File: config.mk
export PLATFORM = sky130hd
export DESIGN_NAME = getmh_ctrl
export DESIGN_NICKNAME = d
export VERILOG_FILES = /design/src/sv/getmh_pkg.sv /design/src/sv/getmh_ctrl.sv
export SDC_FILE = /design/constraint.sdc
export NUM_CORES = 1
export LEC_CHECK = 0
export BUFFER_PORTS_ARGS = -buffer_cell sky130_fd_sc_hd__buf_2
export CAP_MARGIN = 15
export CORE_AREA = 2 2 39 41
export DETAILED_ROUTE_END_ITERATION = 6
export DIE_AREA = 0 0 41 43
export PLACE_DENSITY = 0.42
export SYNTH_ARGS = -nofsm -noshare
export SYNTH_HDL_FRONTEND = slang
export SYNTH_SLANG_ARGS = --single-unit
File: constraint.sdc
create_clock -name clk -period 1.1 [get_ports clk]
set_clock_uncertainty 0.15 [all_clocks]
set_input_delay 0.11 -clock clk [delete_from_list [all_inputs] [get_ports clk]]
set_output_delay 0.11 -clock clk [all_outputs]
set_load 0.02 [all_outputs]
File: src/sv/getmh_pkg.sv
`timescale 1ns / 1ps
// ----------------------------------------------------------------------------
// getmh_pkg
// Shared widths, register indexes, state encoding and the command and status
// bundles that run between the edge-toggle controller and its datapath.
// ----------------------------------------------------------------------------
package getmh_pkg;

	// default graph capacity, rows of the adjacency memory
	localparam int MAX_NODES_DEF = 64;

	// fixed field widths
	localparam int NODE_W     = 6;
	localparam int NCOUNT_W   = 7;
	localparam int COEF_W     = 16;
	localparam int EDGE_W     = 11;
	localparam int TRI_W      = 16;
	localparam int TCHG_W     = 7;
	localparam int CFG_IDX_W  = 2;
	localparam int CFG_DATA_W = 16;

	localparam logic [NCOUNT_W-1:0] NODE_COUNT_RST = 7'd64;

	// configuration register indexes
	typedef enum logic [CFG_IDX_W-1:0] {
		CFG_NODE_COUNT = 2'd0,
		CFG_EDGE_COEF  = 2'd1,
		CFG_TRI_COEF   = 2'd2
	} cfg_idx_t;

	// action and status codes
	localparam logic ACT_FORCE     = 1'b0;
	localparam logic STAT_OK       = 1'b0;
	localparam logic STAT_BAD_PAIR = 1'b1;

	typedef enum logic [2:0] {
		S_IDLE,
		S_RDB,
		S_POP,
		S_SUM,
		S_EVAL,
		S_WRA,
		S_WRB,
		S_DONE
	} state_t;

	// controller to datapath
	typedef struct packed {
		logic take;   // capture input beat, read row a
		logic rd_b;   // latch row a, read row b
		logic lat_b;  // latch row b, per-byte popcounts
		logic sum;    // add byte counts
		logic eval;   // log ratio and commit decision
		logic wr_a;   // write back row a
		logic wr_b;   // write back row b
		logic load;   // load output register
	} dp_cmd_t;

	// datapath to controller
	typedef struct packed {
		logic bad_pair;
	} dp_stat_t;

endpackage

File: src/sv/getmh_ctrl.sv
`timescale 1ns / 1ps
// ----------------------------------------------------------------------------
// getmh_ctrl
// Sequencer for one dyad: two row reads, popcount, evaluate, two row
// writebacks, then load the output register; a bad pair skips to the load.
// ----------------------------------------------------------------------------
module getmh_ctrl import getmh_pkg::*; (
	input  logic     clk,
	input  logic     arst_n,
	input  logic     in_valid,
	output logic     in_stall,
	output logic     out_valid,
	input  logic     out_stall,
	input  dp_stat_t stat_i,
	output dp_cmd_t  cmd_o
);

	state_t state_q, state_d;
	logic   out_valid_q;
	logic   accept;
	logic   out_free;

	assign in_stall  = (state_q != S_IDLE);
	assign accept    = in_valid && !in_stall;
	assign out_free  = !out_valid_q || !out_stall;
	assign out_valid = out_valid_q;

	// next state
	always_comb begin
		state_d = state_q;
		unique case (state_q)
			S_IDLE: begin
				if (accept) begin
					state_d = stat_i.bad_pair ? S_DONE : S_RDB;
				end
			end
			S_RDB:  state_d = S_POP;
			S_POP:  state_d = S_SUM;
			S_SUM:  state_d = S_EVAL;
			S_EVAL: state_d = S_WRA;
			S_WRA:  state_d = S_WRB;
			S_WRB:  state_d = S_DONE;
			S_DONE: begin
				if (out_free) begin
					state_d = S_IDLE;
				end
			end
			default: state_d = S_IDLE;
		endcase
	end

	// datapath commands
	always_comb begin
		cmd_o = '0;
		unique case (state_q)
			S_IDLE:  cmd_o.take  = accept;
			S_RDB:   cmd_o.rd_b  = 1'b1;
			S_POP:   cmd_o.lat_b = 1'b1;
			S_SUM:   cmd_o.sum   = 1'b1;
			S_EVAL:  cmd_o.eval  = 1'b1;
			S_WRA:   cmd_o.wr_a  = 1'b1;
			S_WRB:   cmd_o.wr_b  = 1'b1;
			S_DONE:  cmd_o.load  = out_free;
			default: cmd_o = '0;
		endcase
	end

	always_ff @(posedge clk or negedge arst_n) begin
		if (!arst_n) begin
			state_q <= S_IDLE;
		end else begin
			state_q <= state_d;
		end
	end

	// output beat pending flag
	always_ff @(posedge clk or negedge arst_n) begin
		if (!arst_n) begin
			out_valid_q <= 1'b0;
		end else if (cmd_o.load) begin
			out_valid_q <= 1'b1;
		end else if (!out_stall) begin
			out_valid_q <= 1'b0;
		end
	end

	a_bad_skips: assert property (@(posedge clk) disable iff (!arst_n)
		(state_q == S_IDLE && in_valid && stat_i.bad_pair) |=> (state_q == S_DONE))
		else $error("bad pair did not go straight to result");

	a_rise_from_done: assert property (@(posedge clk) disable iff (!arst_n)
		$rose(out_valid_q) |-> $past(state_q == S_DONE))
		else $error("output beat raised outside result state");

	a_hold_result: assert property (@(posedge clk) disable iff (!arst_n)
		(state_q == S_DONE && out_valid_q && out_stall) |=> (state_q == S_DONE))
		else $error("result dropped while output slot busy");

endmodule

# == Yosys cells after proc, flatten, opt, wreduce, memory -nomap -nowiden ==
# Index checks and enable logic that the tools add are counted.
# W data, S select, Z words.
# totals
in_bits,5
out_inout_bits,10
reg_bits,4
elab_cells,34
# classes
mux,14
n_eq_ne,10
reduce_logical,8
# ops
cell,count
$pmux W3 S8,1
$eq A3 B3 Y1 const B,4
$mux W1,10
$mux W3,3
$eq A3 B2 Y1 const B,2
$ne A2 B2 Y1 const B,2
$eq A3 B1 Y1 const B,1
$logic_not A1 Y1,3
$logic_not A3 Y1,1
$reduce_bool A3 Y1,1
$ne A2 B1 Y1 const B,1
$reduce_and A2 Y1,1
$logic_and A1 B1 Y1,1
$logic_or A1 B1 Y1,1

# == Depth between registers and ports, before layout ==
# depth
word_depth,5
ltp_mapped,3
depth_no_buf,2

# == Worst setup path after synthesis ==
# Ideal clock, no wire load.
# synth_path
kind,reg-to-output
startpoint,reg state_q[0]
endpoint,out cmd_o[7] (netlist name)
slack_ns,-0.270
arrival_time_ns,1.110
required_time_ns,0.840
stages_incl_launch_ff,4
n_path_buf,1
cell_sequence,dfrtp_1 > buf_6 > or3_4 > nor2_2
# synth_lines
element,line,rtl
from (decl),getmh_ctrl.sv:18,"state_t state_q, state_d;"
from (signal assigned),getmh_ctrl.sv:72,state_q <= state_d;
to (decl),getmh_ctrl.sv:15,output dp_cmd_t cmd_o

==> metrics <==
outcome finished, violations left; violated checks negative setup slack; area of the core 1380 um2; Req. time, crit path 0.84 ns; Multi-input gate area 236 um2; Initial DRC Count 5; area of all placed cells without fillers 689 um2; DR pass1 iterations 2; Buffers on Ports 14; Setup CP Type reg -> out; initial antenna violation count 0; internal cell power 1.33 mW; Tot Pwr 2.22 mW; CTS H-tree lvls 1; Gate Count Post-Synth 32; Slew Viols, Final 0; Fillers 130; crit share post-route 1.36; Pwr Density 3220 nW/um2; die height 43 um; Min-Delay Endpoint state_q[1]; cell with the most instances after synthesis dfrtp_1; CP endpoint kind output pin; Total GRT Usage 0.131; post-synth top area share 0.359; worst min path class in -> reg; largest net degree at the start of global routing 7; Reg clk slew, reported paths 0.04 ns; worst slew pin tran 0.144 ns; Vias per Instance 4.43; Slew HR 0.903; sw frac 0.400; Worst IR Drop VDD 1.43 mV; unrepaired setup endpoints after global routing yes; Area Overhead vs Synth 147%; Clk network pwr share 0.095; area of the mapped netlist 279 um2; Synth Flop Type dfrtp_1; share of synthesized flip-flops with an asynchronous set or reset 1.00; Commonest cells post-synth dfrtp_1, nand2_1; # DRC 0; DP HPWL 609 um; hold_sp in_valid; Post-Place Cells 69; hold depth 3; CP max FO 3; CTS tree done; Routed wire per std cell 11.3 um; post-synth top area cell dfrtp_1; Die X 41 um; Worst R2R Path Depth 4; Reg-to-Reg End state_q[2]; root buf cell clkbuf_4; reg-to-reg startpoint state_q[2]; Leakage 0.314 nW; die area 1760 um2; Logic pwr share 0.773; Tmin final 1.50 ns; top cells by area, synth dfrtp_1, a22oi_1, and2_1; hold slack 0.0303 ns; flop-to-flop setup slack -0.28 ns; Antenna Violating Nets Remaining 0; via count 363; GR Overflow Total 0; final cell count without fillers 82; Initial Util 0.202; Synth cell types 22; # IOs 15; register area share after synthesis 0.359; number of max-cap violations 0; layout cells sized above 1 0.788; Synth Register Bits 4; min setup slack post-route -0.398 ns; area of placed instances 465 um2; WL final 925 um; # rows 14; first-pass GRT wire length 1440 um; Hold Vio Cnt, Final 0; Reg area 103 um2; yosys warns 0; Final GP Congestion 0.718; Net Count, Synth 37; clock sinks 4; syn_area_per_cell 8.72 um2; crit start category flop; vias in the first global route 341; Post-synth EDFFs 0; arrival time worst endpoint 1.24 ns; switching pwr 0.888 mW; # diodes 0; Clock Path Buffers 2; fmax 668 MHz; Clock Latency Late Sink 0.25 ns; nets@finish 72; sequential share of power 0.132; CTS Buf Count 3; Setup Viol. Count Final 13; Setup TNS -3.88 ns
-- cell type report --
| cell class | instances | share of cell area |
|---|---|---|
| multi-input combinational | 24 | 0.343 |
| sequential | 4 | 0.149 |
| timing repair buffer | 32 | 0.430 |
| tap | 16 | 0.0290 |
| clock buffer | 4 | 0.0381 |
| inverter | 2 | 0.0109 |
-- metrics by stage --
stage	worst slack (ns)	util
floorplan	-0.214	-
global route	-0.447	0.498
CTS	-0.444	0.432
finish	-0.398	0.498
detailed placement	-0.218	0.336
global placement	-0.196	0.336
-- worst max-delay path by stage --
| stage | start | endpoint | slack [ns] | depth (start not counted) |
|---|---|---|---|---|
| after floorplan | state_q[1] | cmd_o[7] | -0.21 | 2 |
| after global placement | state_q[2] | cmd_o[7] | -0.20 | 3 |
| after CTS | state_q[2] | cmd_o[7] | -0.44 | 3 |
| after detailed placement | state_q[2] | cmd_o[7] | -0.22 | 3 |
| after global routing | state_q[2] | cmd_o[6] | -0.45 | 4 |
| final | state_q[2] | cmd_o[7] | -0.40 | 3 |
-- power by group through the flow --
stage | Combinational [mW] | Clock (mW) | Sequential [mW]
after floorplan | 0.685 | 0 | 0.312
after global placement | 1.06 | 0 | 0.291
after detailed placement | 1.07 | 0 | 0.297
after CTS | 1.35 | 0.216 | 0.314
after global routing | 1.84 | 0.235 | 0.305
final | 1.72 | 0.211 | 0.293
-- flip-flops by register name, indices dropped and copies added, names as in the netlist --
| signal | flops |
|---|---|
| state_q | 3 |
| out_valid | 1 |
-- layout by cell type, fill, tap and decap left out --
master,n
and2_4,1
dlygate4sd3_1,2
nor3b_2,1
a22oi_2,2
buf_6,17
dfrtp_2,2
clkbuf_4,3
nand3b_1,1
dfrtp_1,2
inv_1,1
nor2b_4,1
and2_2,1
nor2_2,1
a21boi_0,1
or3_4,1
a21oi_4,1
buf_4,8
clkbuf_1,1
buf_2,5
o21bai_1,1
inv_2,1
nand2_2,1
nand2_1,2
nand3_1,1
nand3_4,1
and2_1,1
nor2_4,2
nor3_4,1
and3_4,1
a21bo_2,1
a221o_1,1
-- timing repair --
item / CTS / global route
hold buffers: 2 / 0
resized for setup: 24 / 13
buffers inserted: 2 / 5
pin swaps: 5 / 6
endpoints found under the setup margin: 13 / 13
endpoints found under the hold margin: 5 / 0
-- cells by family (layout without fill, tap and decap cells) --
family                 Yosys count  in the layout  share of synthesized area
and+or+nand+nor                 17             17                      0.359
buffers and inverters            4             38                     0.0852
DFF                              4              4                      0.359
AOI/OAI and AO/OA                7              7                      0.197
-- critical path: stages (launching register included) --
cell and delay [ns]:
dfrtp_1 0.40, or3_4 0.39, nor2_4 0.09, buf_6 0.12
-- routing by layer --
metal / global-route usage / up-vias / wire, um
met2: 0.175 / 9 / 488
li1: - / 179 / -
met1: 0.148 / 171 / 381
met3: 0.0209 / 4 / 30
met4: 0.160 / 0 / 25
met5: 0 / - / 0
No activity file was read; power rests on OpenSTA's default activity.
